[src/cwh_pkg.sv]
// Shared types, codes and constants of the coincidence walk histogram.
package cwh_pkg;

	localparam int BIN_W   = 13;
	localparam int STAMP_W = 31;
	localparam int CNT_W   = 32;
	localparam int RDX_W   = 10;
	localparam int WIN_W   = 16;
	localparam int GATE_W  = 14;
	localparam int COL_W   = 15;
	localparam int LANES   = 4;

	localparam int DEF_ENERGY_ROWS = 1024;
	localparam int DEF_TIME_COLS   = 1024;

	localparam int APB_ADDR_W = 4;
	localparam int APB_DATA_W = 32;

	localparam logic [BIN_W-1:0]  GATE_LOW_RST  = 13'd0;
	localparam logic [GATE_W-1:0] GATE_HIGH_RST = 14'd8192;
	localparam logic [WIN_W-1:0]  WINDOW_RST    = 16'd100;
	localparam logic [BIN_W-1:0]  OFFSET_RST    = 13'd2000;

	typedef enum logic [1:0] {
		CMD_EVENT = 2'd0,
		CMD_READ  = 2'd1,
		CMD_CLEAR = 2'd2,
		CMD_NOP   = 2'd3
	} cmd_t;

	typedef enum logic [1:0] {
		REG_GATE_LOW  = 2'd0,
		REG_GATE_HIGH = 2'd1,
		REG_WINDOW    = 2'd2,
		REG_OFFSET    = 2'd3
	} reg_idx_t;

	typedef struct packed {
		logic [BIN_W-1:0]  gate_low;
		logic [GATE_W-1:0] gate_high;
		logic [WIN_W-1:0]  match_window;
		logic [BIN_W-1:0]  delay_offset;
	} cfg_t;

	typedef struct packed {
		logic [LANES-1:0] mask;
		logic             coinc;
		logic             gated;
		logic             fill;
		logic             oor;
		logic             rd_ok;
	} flags_t;

endpackage

[src/cwh_lane.sv]
// One stamp lane: checks its stamp against the smallest stamp and the window.
module cwh_lane
	import cwh_pkg::*;
(
	input  logic [STAMP_W-1:0] stamp,
	input  logic [STAMP_W-1:0] min_stamp,
	input  logic [WIN_W-1:0]   window,
	output logic               near
);

	logic [STAMP_W-1:0] spread;

	// min_stamp never exceeds stamp, so the difference does not wrap
	assign spread = stamp - min_stamp;
	assign near   = spread <= {{(STAMP_W-WIN_W){1'b0}}, window};

endmodule

[config.mk]
export PLATFORM = sky130hd
export DESIGN_NAME = cwh_lane
export DESIGN_NICKNAME = d
export VERILOG_FILES = /design/src/cwh_pkg.sv /design/src/cwh_lane.sv
export SDC_FILE = /design/constraint.sdc
export NUM_CORES = 1
export LEC_CHECK = 0
export BUFFER_PORTS_ARGS = -buffer_cell sky130_fd_sc_hd__buf_2
export CORE_ASPECT_RATIO = 2
export CORE_MARGIN = 2
export CORE_UTILIZATION = 25
export DETAILED_ROUTE_END_ITERATION = 6
export SKIP_LAST_GASP = 1
export SLEW_MARGIN = 20
export SYNTH_ARGS = -nofsm -noshare
export SYNTH_HDL_FRONTEND = slang
export SYNTH_SLANG_ARGS = --single-unit
[constraint.sdc]
create_clock -name vclk -period 4.95
set_clock_uncertainty 0.15 [all_clocks]
set_input_delay 0.7425 -clock vclk [all_inputs]
set_output_delay 0.7425 -clock vclk [all_outputs]
set_load 0.02 [all_outputs]
# After elaboration in Yosys (flattened, before gate mapping)
# Index checks and enable logic that the tools add are counted.
[word_totals]
inputBits = 78
elab_cells = 2
register_bits = 0
[classes]
order_cmp = 1
add_sub_neg = 1
[ops]
columns = ["operator", "count"]
rows = [
  ["$le 31x16->1", 1],
  ["$sub 31x31->31", 1],
]

# Logic depth before layout (Yosys ltp)
[depth]
ltp_word = 2
depth_mapped = 19
mapped_depth_nobuf = 19

# Worst setup path before layout
# No wires, ideal clock.
[synth_path]
kind = "input-to-output"
startpoint = "input stamp[0]"
endpoint = "output near"
arrival_ns = 4.137
path_stages = 18
setup_slack_ns = -0.080
path_cell_list = "inv_1 > ha_1 > fa_1 > nor2b_1 > o2111ai_1 > nand4_1 > a31oi_1 > o21ai_0 > xor2_1 > ha_1 > and3_1 > nand3_1 > a31oi_1 > a2111oi_2 > o221ai_2 > nor4_2 > nand4_1 > nor4_2"
[synth_via]
elab_chain_cells = 2
[synth_rtl]
columns = ["item", "line", "source"]
rows = [
  ["start, declared", "cwh_lane.sv:5", "input logic [STAMP_W-1:0] stamp,"],
  ["$sub 31x31->31", "cwh_lane.sv:14", "assign spread = stamp - min_stamp;"],
  ["$le 31x16->1", "cwh_lane.sv:15", "assign near = spread <= {{(STAMP_W-WIN_W){1'b0}}, window};"],
  ["end, declared", "cwh_lane.sv:8", "output logic near"],
]
# No other way between the ends.

# Worst setup path after layout
[layout_path]
startpoint = "input stamp[7]"
endpoint = "output near"
# Same word-level chain as after synthesis.

==> impl_metrics.json <==
{
  "cp_max_fo": 3,
  "final_cell_mix": "buf_2 (78), inv_1 (50), ha_1 (45)",
  "drive_gt1_frac": 0.299,
  "synth_warnings": 0,
  "initial_core_util": 0.255,
  "area.sequential_um2": 0,
  "post-place-ws_ns": -0.383,
  "synth_cells": 351,
  "fmax_mhz": 197,
  "vias_per_cell": 5.15,
  "worstPathRequired_ns": 4.06,
  "ant_nets": 0,
  "dieArea_um2": 10400,
  "port_buffers": 79,
  "grt_pass1_vias": 2777,
  "worst_pin_slew_ns": 0.549,
  "crit_path_start_kind": "input pin",
  "violations": "setup timing",
  "ios": 79,
  "antenna_found_initial": 0,
  "wl_per_cell_um": 14.2,
  "synth_top_family_by_area": "compound AO/OA/AOI/OAI gates",
  "area_growth_syn_to_layout_pct": 31.5,
  "cap_violations": 0,
  "fin_nets": 575,
  "rsz0062_at_grt": "yes",
  "worstSetupEndpointType": "output port",
  "max-slew-margin-rel": 0.634,
  "vias": 2843,
  "muxShareOfSynthArea": 0.0231,
  "drcViolationCount": 0,
  "synth_fa_ha_area_frac": 0.250,
  "die_h_um": 142,
  "period_share": 1.03,
  "critPathCapture": "near",
  "hold_buffers": 0,
  "grt_max_degree": 12,
  "maxSlewViolCount": 0,
  "grt_util_all_layers": 0.147,
  "nClkBuffers": 0,
  "synth_nets": 476,
  "postSynthAreaPerCell_um2": 6.78,
  "firstDrtPassIters": 4,
  "final-hold-violation-count": 0,
  "worst_slack_ns": -0.125,
  "gp_congestion": 0.861,
  "clkPwrFrac": 0,
  "synth_xor_area_frac": 0.0810,
  "critPathKind": "in2out",
  "final.min_clock_period_ns": 5.08,
  "layout_commonest_cell": "buf_2",
  "grt_pass1_wl_um": 12300,
  "swShare": 0.531,
  "core-area_um2": 9320,
  "syn_area_um2": 2380,
  "final_util": 0.336,
  "worstPathArrival_ns": 4.18,
  "num_rows": 50,
  "p_int_mw": 0.197,
  "die-width_um": 73.0,
  "seq_cells": 0,
  "dp_hpwl_um": 6960,
  "fin_tns_setup_ns": -0.125,
  "setup_viol": 1,
  "yosysSeqAreaShare": 0,
  "pwr-share-comb": 1.000,
  "fin_hold_ws_ns": 2.00,
  "synth_compound_area_frac": 0.306,
  "synth_simple_gate_area_frac": 0.230,
  "drt-total-wl_um": 7850,
  "dpl_cell_area_um2": 3080,
  "p_leak_nw": 1.66,
  "dr.first_iter.drc_count": 79,
  "overflow": 0,
  "powerDensity_nw_per_um2": 134,
  "synth_cell_types": 55,
  "ir_drop_uv": 37.1,
  "p_sw_mw": 0.223,
  "fillers": 1034,
  "outcome": "complete, but fails checks",
  "final_cell_area_um2": 3130,
  "hold_class": "in2out",
  "critPathLaunch": "stamp[7]",
  "diodes": 0,
  "p_seq_frac": 0
}
-- power by group through the flow --
| stage | logic [mW] | registers, mW | clock network [mW] |
|---|---|---|---|
| floorplan | 0.272 | 0 | 0 |
| global placement | 0.405 | 0 | 0 |
| detailed placement | 0.411 | 0 | 0 |
| CTS | 0.420 | 0 | 0 |
| global route | 0.465 | 0 | 0 |
| finish | 0.420 | 0 | 0 |
-- kinds of logic after synthesis --
group / count (synthesis)
AO/OA/AOI/OAI: 106
multiplexers: 5
XOR/XNOR: 22
AND/OR/NAND/NOR: 106
buffers and inverters: 65
adder cells (fa/ha/maj): 47
-- cells in the mapped netlist, types with 3 or more instances --
cell type,count,share of area
ha_1,46,0.24
o21ai_0,13,0.027
a31oi_1,6,0.016
nor2b_1,7,0.018
clkbuf_1,9,0.014
and3_1,4,0.011
nor3_1,5,0.011
nand2b_1,3,0.0079
nand3_1,16,0.034
o21a_1,6,0.019
mux2i_1,4,0.017
a21o_1,11,0.035
buf_2,4,0.0084
o211ai_1,5,0.016
a211oi_1,5,0.016
a21oi_1,31,0.065
xor2_1,9,0.033
a211o_1,4,0.015
nor4_2,3,0.016
o21bai_1,4,0.013
nor2_1,24,0.038
nand4_1,11,0.029
nor4_1,3,0.0079
inv_1,50,0.079
xnor2_1,13,0.048
nand2_1,22,0.035
-- layer usage --
layer  up-vias  part of all wire  wire length [µm]  track usage
met5         -                 0                 0            0
met4         0             0.031               242       0.0429
met3        14             0.026               206      0.00425
met2        66              0.63              4940        0.333
met1      1311              0.31              2460        0.123
li1       1452                 -                 -            -
-- area by class of cell --
class,count,area [µm²],share of cell area
Multi-Input combinational cell,286,2170,0.692
Timing Repair Buffer,112,646,0.206
Inverter,50,188,0.0600
Tap cell,104,130,0.0416
-- critical path, stage by stage --
cell and delay [ns]:
buf_2 0.10, ha_1 0.29, a211o_1 0.30, o211ai_1 0.17, a31oi_1 0.21, a31oi_2 0.30, buf_4 0.17, xnor2_2 0.11
ha_1 0.27, and3_1 0.19, nand3_1 0.09, a31oi_1 0.06, a2111oi_2 0.32, o221ai_2 0.13, nor4_2 0.21, nand4_1 0.19
nor4_4 0.15, buf_4 0.18
-- through the flow --
stage | std cells | total power [mW]
floorplan | 351 | 0.272
global placement | 551 | 0.405
detailed placement | 551 | 0.411
CTS | 552 | 0.420
global route | 552 | 0.465
finish | 552 | 0.420
-- what timing repair did --
action	4_1_cts	5_1_grt
pin swaps	6	0
endpoints found under the setup margin	1	1
resized for setup	10	1
buffers inserted	1	0
-- worst min-delay path by stage --
| stage | to | slack, ns | cells past startpoint | from |
|---|---|---|---|---|
| global route | near | 2.03 | 6 | stamp[30] |
| detailed placement | near | 2.00 | 6 | stamp[30] |
| global placement | near | 2.02 | 6 | stamp[30] |
| floorplan | near | 1.69 | 4 | stamp[30] |
| CTS | near | 2.02 | 6 | stamp[30] |
| finish | near | 2.00 | 6 | stamp[30] |
No activity file was read; power rests on OpenSTA's default activity.
