==> config.mk <==
export PLATFORM = sky130hd
export DESIGN_NAME = cwh_merge
export DESIGN_NICKNAME = d
export VERILOG_FILES = /design/src/cwh_pkg.sv /design/src/cwh_merge.sv
export SDC_FILE = /design/constraint.sdc
export NUM_CORES = 1
export LEC_CHECK = 0
export ABC_AREA = 0
export BUFFER_PORTS_ARGS = -buffer_cell sky130_fd_sc_hd__buf_4
export CAP_MARGIN = 20
export CELL_PAD_IN_SITES_DETAIL_PLACEMENT = 1
export CELL_PAD_IN_SITES_GLOBAL_PLACEMENT = 2
export CORE_ASPECT_RATIO = 0.5
export CORE_MARGIN = 4
export CORE_UTILIZATION = 21
export DETAILED_ROUTE_END_ITERATION = 8
export PLACE_DENSITY_LB_ADDON = 0.1
export SYNTH_ARGS = -nofsm -noshare
export SYNTH_HDL_FRONTEND = slang
export SYNTH_SLANG_ARGS = --single-unit
==> constraint.sdc <==
create_clock -name vclk -period 3.69
set_input_delay 0.369 -clock vclk [all_inputs]
set_output_delay 0.369 -clock vclk [all_outputs]
set_load 0.02 [all_outputs]
==> src/cwh_pkg.sv <==
// Shared types, codes and constants of the coincidence walk histogram.
package cwh_pkg;

	localparam int BIN_W   = 13;
	localparam int STAMP_W = 31;
	localparam int CNT_W   = 32;
	localparam int RDX_W   = 10;
	localparam int WIN_W   = 16;
	localparam int GATE_W  = 14;
	localparam int COL_W   = 15;
	localparam int LANES   = 4;

	localparam int DEF_ENERGY_ROWS = 1024;
	localparam int DEF_TIME_COLS   = 1024;

	localparam int APB_ADDR_W = 4;
	localparam int APB_DATA_W = 32;

	localparam logic [BIN_W-1:0]  GATE_LOW_RST  = 13'd0;
	localparam logic [GATE_W-1:0] GATE_HIGH_RST = 14'd8192;
	localparam logic [WIN_W-1:0]  WINDOW_RST    = 16'd100;
	localparam logic [BIN_W-1:0]  OFFSET_RST    = 13'd2000;

	typedef enum logic [1:0] {
		CMD_EVENT = 2'd0,
		CMD_READ  = 2'd1,
		CMD_CLEAR = 2'd2,
		CMD_NOP   = 2'd3
	} cmd_t;

	typedef enum logic [1:0] {
		REG_GATE_LOW  = 2'd0,
		REG_GATE_HIGH = 2'd1,
		REG_WINDOW    = 2'd2,
		REG_OFFSET    = 2'd3
	} reg_idx_t;

	typedef struct packed {
		logic [BIN_W-1:0]  gate_low;
		logic [GATE_W-1:0] gate_high;
		logic [WIN_W-1:0]  match_window;
		logic [BIN_W-1:0]  delay_offset;
	} cfg_t;

	typedef struct packed {
		logic [LANES-1:0] mask;
		logic             coinc;
		logic             gated;
		logic             fill;
		logic             oor;
		logic             rd_ok;
	} flags_t;

endpackage

==> src/cwh_merge.sv <==
// Merge of the lane results: coincidence, gate, bin address and range checks.
module cwh_merge
	import cwh_pkg::*;
#(
	parameter int ENERGY_ROWS = DEF_ENERGY_ROWS,
	parameter int TIME_COLS   = DEF_TIME_COLS,
	localparam int RW = $clog2(ENERGY_ROWS),
	localparam int CW = $clog2(TIME_COLS)
) (
	input  logic [LANES-1:0] near,
	input  cmd_t             cmd,
	input  cfg_t             cfg,
	input  logic [BIN_W-1:0] ref_energy,
	input  logic [BIN_W-1:0] ref_time,
	input  logic [BIN_W-1:0] det_energy,
	input  logic [BIN_W-1:0] det_time,
	input  logic [RDX_W-1:0] read_row,
	input  logic [RDX_W-1:0] read_col,
	output flags_t           flags,
	output logic [RW+CW-1:0] addr
);

	localparam logic [GATE_W-1:0]       ROWS_LIM = GATE_W'(ENERGY_ROWS);
	localparam logic [GATE_W-1:0]       COLS_LIM = GATE_W'(TIME_COLS);
	localparam logic signed [COL_W-1:0] COLS_S   = COL_W'(TIME_COLS);

	logic                    is_event;
	logic [GATE_W-1:0]       lo, hi, gl, refe;
	logic                    in_gate;
	logic signed [COL_W-1:0] col;
	logic                    row_ok, col_ok;
	logic [GATE_W-1:0]       dete, rrow, rcol;
	logic                    rd_ok;

	assign is_event = (cmd == CMD_EVENT);
	assign gl       = {1'b0, cfg.gate_low};
	assign refe     = {1'b0, ref_energy};
	assign dete     = {1'b0, det_energy};
	assign rrow     = {{(GATE_W-RDX_W){1'b0}}, read_row};
	assign rcol     = {{(GATE_W-RDX_W){1'b0}}, read_col};

	// use the bounds swapped when the low one is larger
	assign lo      = (gl > cfg.gate_high) ? cfg.gate_high : gl;
	assign hi      = (gl > cfg.gate_high) ? gl : cfg.gate_high;
	assign in_gate = (refe >= lo) && (refe <= hi);

	assign col = $signed({2'b00, det_time}) - $signed({2'b00, ref_time})
		+ $signed({2'b00, cfg.delay_offset});

	// column zero is never filled
	assign col_ok = (col > 0) && (col < COLS_S);
	assign row_ok = dete < ROWS_LIM;
	assign rd_ok  = (cmd == CMD_READ) && (rrow < ROWS_LIM) && (rcol < COLS_LIM);

	always_comb begin
		flags.mask  = is_event ? near : '0;
		flags.coinc = is_event && (&near);
		flags.gated = flags.coinc && in_gate;
		flags.fill  = flags.gated && row_ok && col_ok;
		flags.oor   = flags.gated && !(row_ok && col_ok);
		flags.rd_ok = rd_ok;
		if (is_event) begin
			addr = {dete[RW-1:0], col[CW-1:0]};
		end else begin
			addr = {rrow[RW-1:0], rcol[CW-1:0]};
		end
	end

endmodule

# Word-level counts from Yosys, hierarchy flattened
# Index checks and enable logic that the tools add are counted.
dict set report op_classes {
  addsub 2
  order_cmp 8
  eq_ne 1
  mux 4
  reduce_logical 13
}
# operator count
set ops {}
lappend ops {{two-way mux 14 bit} 2}
lappend ops {{less-than comparator 10 x 11 -> 1 bit (second input constant)} 2}
lappend ops {{two-way mux 20 bit} 1}
lappend ops {{adder 14 x 14 -> 15 bit} 1}
lappend ops {{greater-than comparator 15 x 1 -> 1 bit (second input constant)} 1}
lappend ops {{less-than comparator 15 x 12 -> 1 bit (second input constant)} 1}
lappend ops {{greater-or-equal comparator 13 x 14 -> 1 bit} 1}
lappend ops {{greater-than comparator 13 x 14 -> 1 bit} 1}
lappend ops {{less-or-equal comparator 13 x 14 -> 1 bit} 1}
lappend ops {{subtractor 13 x 13 -> 14 bit} 1}
lappend ops {{less-than comparator 13 x 11 -> 1 bit (second input constant)} 1}
lappend ops {{logical AND 1 bit} 10}
lappend ops {{two-way mux 4 bit} 1}
lappend ops {{AND reduction 4 bit} 1}
lappend ops {{== test 2 x 1 -> 1 bit (second input constant)} 1}
lappend ops {{logical NOT 2 bit} 1}
lappend ops {{logical NOT 1 bit} 1}
dict set report word_totals {
  ff_bits 0
  output_inout_bits 29
  wordCells 28
}

# Logic depth before layout (Yosys ltp)
dict set report logic_depth {
  word_depth 7
  ltp_mapped 20
  depth_no_buf 19
}

# Least setup slack after synthesis
# No wires, ideal clock.
dict set report synth_timing {
  kind {in2out}
  start {input port cfg[32] (netlist bit)}
  end {output port flags[2] (netlist bit)}
  arrival_time_ns 3.554
  path_slack_ns -0.233
  stages 19
  path_cell_list {inv_1 ha_1 a21o_1 a21oi_1 nor2b_1 o311ai_1 a21oi_1 o21bai_1 a21oi_2 buf_4 mux2i_1 ha_1 o21a_1 o21a_1 o21a_1 o211ai_1 a41oi_1 a211o_1 nor2_1}
}
# element line
set synth_lines {}
lappend synth_lines {{from (decl)} cwh_merge.sv:12} ;# input cfg_t cfg,
lappend synth_lines {{to (decl)} cwh_merge.sv:19} ;# output flags_t flags,

==> impl_metrics.prom <==
# TYPE chip_impl_metric gauge
chip_impl_metric{name="utilization",unit="%"} 39.79
chip_impl_metric{name="post_drt_wl_per_cell",unit="um"} 13.22
chip_impl_metric{name="ys.warnings.count",unit=""} 0
chip_impl_metric{name="fillCellCount",unit=""} 1514
chip_impl_metric{name="nFlopsAndLatches",unit=""} 0
chip_impl_info{name="status",value="finished with violations"} 1
chip_impl_metric{name="setup_viol",unit=""} 3
chip_impl_metric{name="final_hold_viols",unit=""} 0
chip_impl_metric{name="wp_buf_inv",unit=""} 4
chip_impl_info{name="failed_checks",value="negative setup slack"} 1
chip_impl_metric{name="grt_pass1_wl",unit="um"} 16170
chip_impl_metric{name="per_instance_average_area_after_synthesis",unit="um2"} 7.007
chip_impl_metric{name="maximum_operating_frequency",unit="MHz"} 237.0
chip_impl_metric{name="routed_wirelength",unit="um"} 10210
chip_impl_metric{name="num_io_pins",unit=""} 163
chip_impl_metric{name="post-route-period-util",unit="%"} 114.3
chip_impl_metric{name="drv.max_cap_violation_count",unit=""} 0
chip_impl_metric{name="design.final.nets",unit=""} 810
chip_impl_metric{name="cp_data_required_time",unit="ps"} 3320
chip_impl_metric{name="detailedRoute.firstPassIterationCount",unit=""} 3
chip_impl_metric{name="max_slew_margin",unit="%"} 66.95
chip_impl_info{name="end_kind",value="output port"} 1
chip_impl_metric{name="remaining_drc_errors",unit=""} 0
chip_impl_metric{name="clkbuf_count",unit=""} 0
chip_impl_metric{name="synthesis.nets",unit=""} 586
chip_impl_metric{name="final_period_minus_worst_setup_slack",unit="ps"} 4219
chip_impl_metric{name="number_of_global_route_vias_before_repair",unit=""} 3525
chip_impl_metric{name="static-leakage-power",unit="nW"} 2.572
chip_impl_metric{name="routabilityCongestion",unit=""} 0.7678
chip_impl_metric{name="insertedDiodeCount",unit=""} 0
chip_impl_metric{name="antenna_left",unit=""} 0
chip_impl_metric{name="hpwlAfterDp",unit="um"} 9174
chip_impl_info{name="synth_top_cell_by_area",value="sky130_fd_sc_hd__ha_1"} 1
chip_impl_info{name="final_cell_mix",value="sky130_fd_sc_hd__buf_4 (215), sky130_fd_sc_hd__nand2_1 (64), sky130_fd_sc_hd__ha_1 (58), sky130_fd_sc_hd__inv_1 (39), sky130_fd_sc_hd__mux2i_1 (24)"} 1
chip_impl_metric{name="number_of_antenna_violations_at_the_first_check_in_global_routing",unit=""} 0
chip_impl_metric{name="layout-area-overhead-vs-synth",unit="%"} 79.82
chip_impl_metric{name="synth_sequential_area_ratio",unit="%"} 0
chip_impl_metric{name="floorplan.die_area",unit="um2"} 14830
chip_impl_metric{name="setup_tns",unit="ps"} -1438
chip_impl_metric{name="multiInputGateArea",unit="um2"} 2676
chip_impl_metric{name="largest_net_degree_at_the_start_of_global_routing",unit=""} 28
chip_impl_info{name="synth.top_cells.by_area",value="sky130_fd_sc_hd__ha_1 (30%), sky130_fd_sc_hd__mux2i_1 (9.3%), sky130_fd_sc_hd__nand2_1 (8.9%), sky130_fd_sc_hd__inv_1 (6.1%), sky130_fd_sc_hd__a21oi_1 (4.6%)"} 1
chip_impl_metric{name="synthesis.area",unit="um2"} 2698
chip_impl_info{name="cp_cell_sequence",value="buf_8 > inv_6 > ha_4 > nand4_1 > nor2_1 > o311ai_2 > a21oi_1 > o21bai_1 > a21oi_4 > mux2i_1 > ha_1 > nor2b_4 > o21a_1 > o21a_1 > o21a_1 > o211ai_1 > a41oi_1 > a211o_1 > buf_6 > nor2_4 > buf_6"} 1
chip_impl_info{name="min-delay-path-class",value="in2out"} 1
chip_impl_metric{name="power_density_over_the_cells",unit="nW/um2"} 197.7
chip_impl_info{name="mostFrequentLayoutCell",value="sky130_fd_sc_hd__buf_4"} 1
chip_impl_metric{name="grtUsageTotal",unit="%"} 12.81
chip_impl_info{name="setup.worst_path.class",value="in2out"} 1
chip_impl_metric{name="synth.top_cell.area_share",unit="%"} 30.15
chip_impl_info{name="critical_path.most_common_cell",value="sky130_fd_sc_hd__o21a_1"} 1
chip_impl_metric{name="finalWorstSetupSlack",unit="ps"} -528.6
chip_impl_metric{name="highest_fanout_seen_on_the_critical_path",unit=""} 8
chip_impl_metric{name="sequential_cell_area",unit="um2"} 0
chip_impl_metric{name="timing.critical_path.slowest_cell_delay",unit="ps"} 310
chip_impl_metric{name="slew_violations",unit=""} 0
chip_impl_metric{name="peakVddDrop",unit="V"} 0.00006537
chip_impl_metric{name="initial_core_util",unit="%"} 22.13
chip_impl_metric{name="die_width",unit="um"} 168.3
chip_impl_info{name="cp-start-kind",value="input port"} 1
chip_impl_info{name="slowest_stage",value="sky130_fd_sc_hd__a21oi_4"} 1
chip_impl_metric{name="coreArea",unit="um2"} 12190
chip_impl_metric{name="syn-instance-count",unit=""} 385
chip_impl_metric{name="drive_gt1_share",unit="%"} 45.14
chip_impl_metric{name="place.port_buffers",unit=""} 147
chip_impl_metric{name="std_cell_rows",unit=""} 28
chip_impl_metric{name="cp.arrival",unit="ps"} 3850
chip_impl_metric{name="congestion_overflow_gr",unit=""} 0
chip_impl_metric{name="avgViaCountPerCell",unit=""} 4.398
chip_impl_metric{name="die_h",unit="um"} 88.15
chip_impl_metric{name="via_count",unit=""} 3395
chip_impl_info{name="grt_setup_unrepaired",value="true"} 1
chip_impl_info{name="critical_path.top_delay_family",value="compound AO/OA/AOI/OAI gates"} 1
chip_impl_metric{name="drt_iter0_markers",unit=""} 56
chip_impl_metric{name="max_slew.worst_pin.slew",unit="ps"} 491.3
chip_impl_metric{name="synth.distinct_cells",unit=""} 51
[cells by family after synthesis]
| logic type | after synthesis | share of synthesized area [%] |
|---|---|---|
| simple gates | 136 | 23.56 |
| compound gates | 88 | 22.17 |
| buf+inv | 52 | 7.653 |
| xor+xnor | 15 | 4.870 |
| mux | 27 | 10.11 |
| fa+ha+maj | 67 | 31.63 |
[Yosys cell counts, types with 6 or more instances]
cell type	number
sky130_fd_sc_hd__nor2b_1	10
sky130_fd_sc_hd__o21ai_0	22
sky130_fd_sc_hd__xnor2_1	10
sky130_fd_sc_hd__nand2_1	64
sky130_fd_sc_hd__and2_1	6
sky130_fd_sc_hd__mux2i_1	25
sky130_fd_sc_hd__nand4_1	6
sky130_fd_sc_hd__a21oi_1	25
sky130_fd_sc_hd__ha_1	65
sky130_fd_sc_hd__inv_1	44
sky130_fd_sc_hd__a21o_1	9
sky130_fd_sc_hd__nor2_1	25
[final timing paths]
| path | start | to | slack, ps | cells past startpoint |
|---|---|---|---|---|
| min | cmd[1] | flags[0] | 1010 | 3 |
| max | cfg[32] | flags[2] | -530 | 21 |
[power by group]
group          total (W)  switching, W  leakage (nW)  internal, W
clock network          0             0             0            0
registers              0             0             0            0
logic           0.000959      0.000430          2.57     0.000529
total           0.000959      0.000430          2.57     0.000529
[stage by stage]
step | area [um2] | total power (W) | setup WS, ps | hold slack (ps) | instances
finish | 4851 | 0.0009591 | -528.6 | 1011 | 772
global route | 4851 | 0.001075 | -775.1 | 1026 | 772
CTS | 4654 | 0.0009442 | -606.8 | 1012 | 766
detailed placement | 4553 | 0.0009121 | -704.5 | 1013 | 763
global placement | 4553 | 0.0009044 | -632.4 | 1007 | 763
floorplan | 2733 | 0.0004835 | -132.7 | 899.2 | 385
[worst min-delay path: cells and delay by family]
family | cells | cell delay [ps]
buffers and inverters | 2 | 240
and+or+nand+nor | 1 | 40
[metal layers]
| layer | up-vias | wire, um | GRT usage [%] |
|---|---|---|---|
| met3 | 4 | 254 | 0.3156 |
| met5 | - | 0 | 0 |
| met2 | 46 | 5251 | 25.73 |
| met1 | 1544 | 4645 | 16.22 |
| met4 | 0 | 57 | 0.6627 |
| li1 | 1801 | - | - |
[what timing repair did]
item	4_1_cts	5_1_grt
gates resized for setup	24	33
setup endpoints to repair	4	7
pin swaps	29	32
setup buffers	3	6
hold buffers	0	0
[cell type report]
class,count,share of cell area (%)
timing repair buffer,230,36.91
tap,165,4.256
multi-input combinational,333,55.17
inverter,44,3.663
Power figures use the tool's default switching activity.
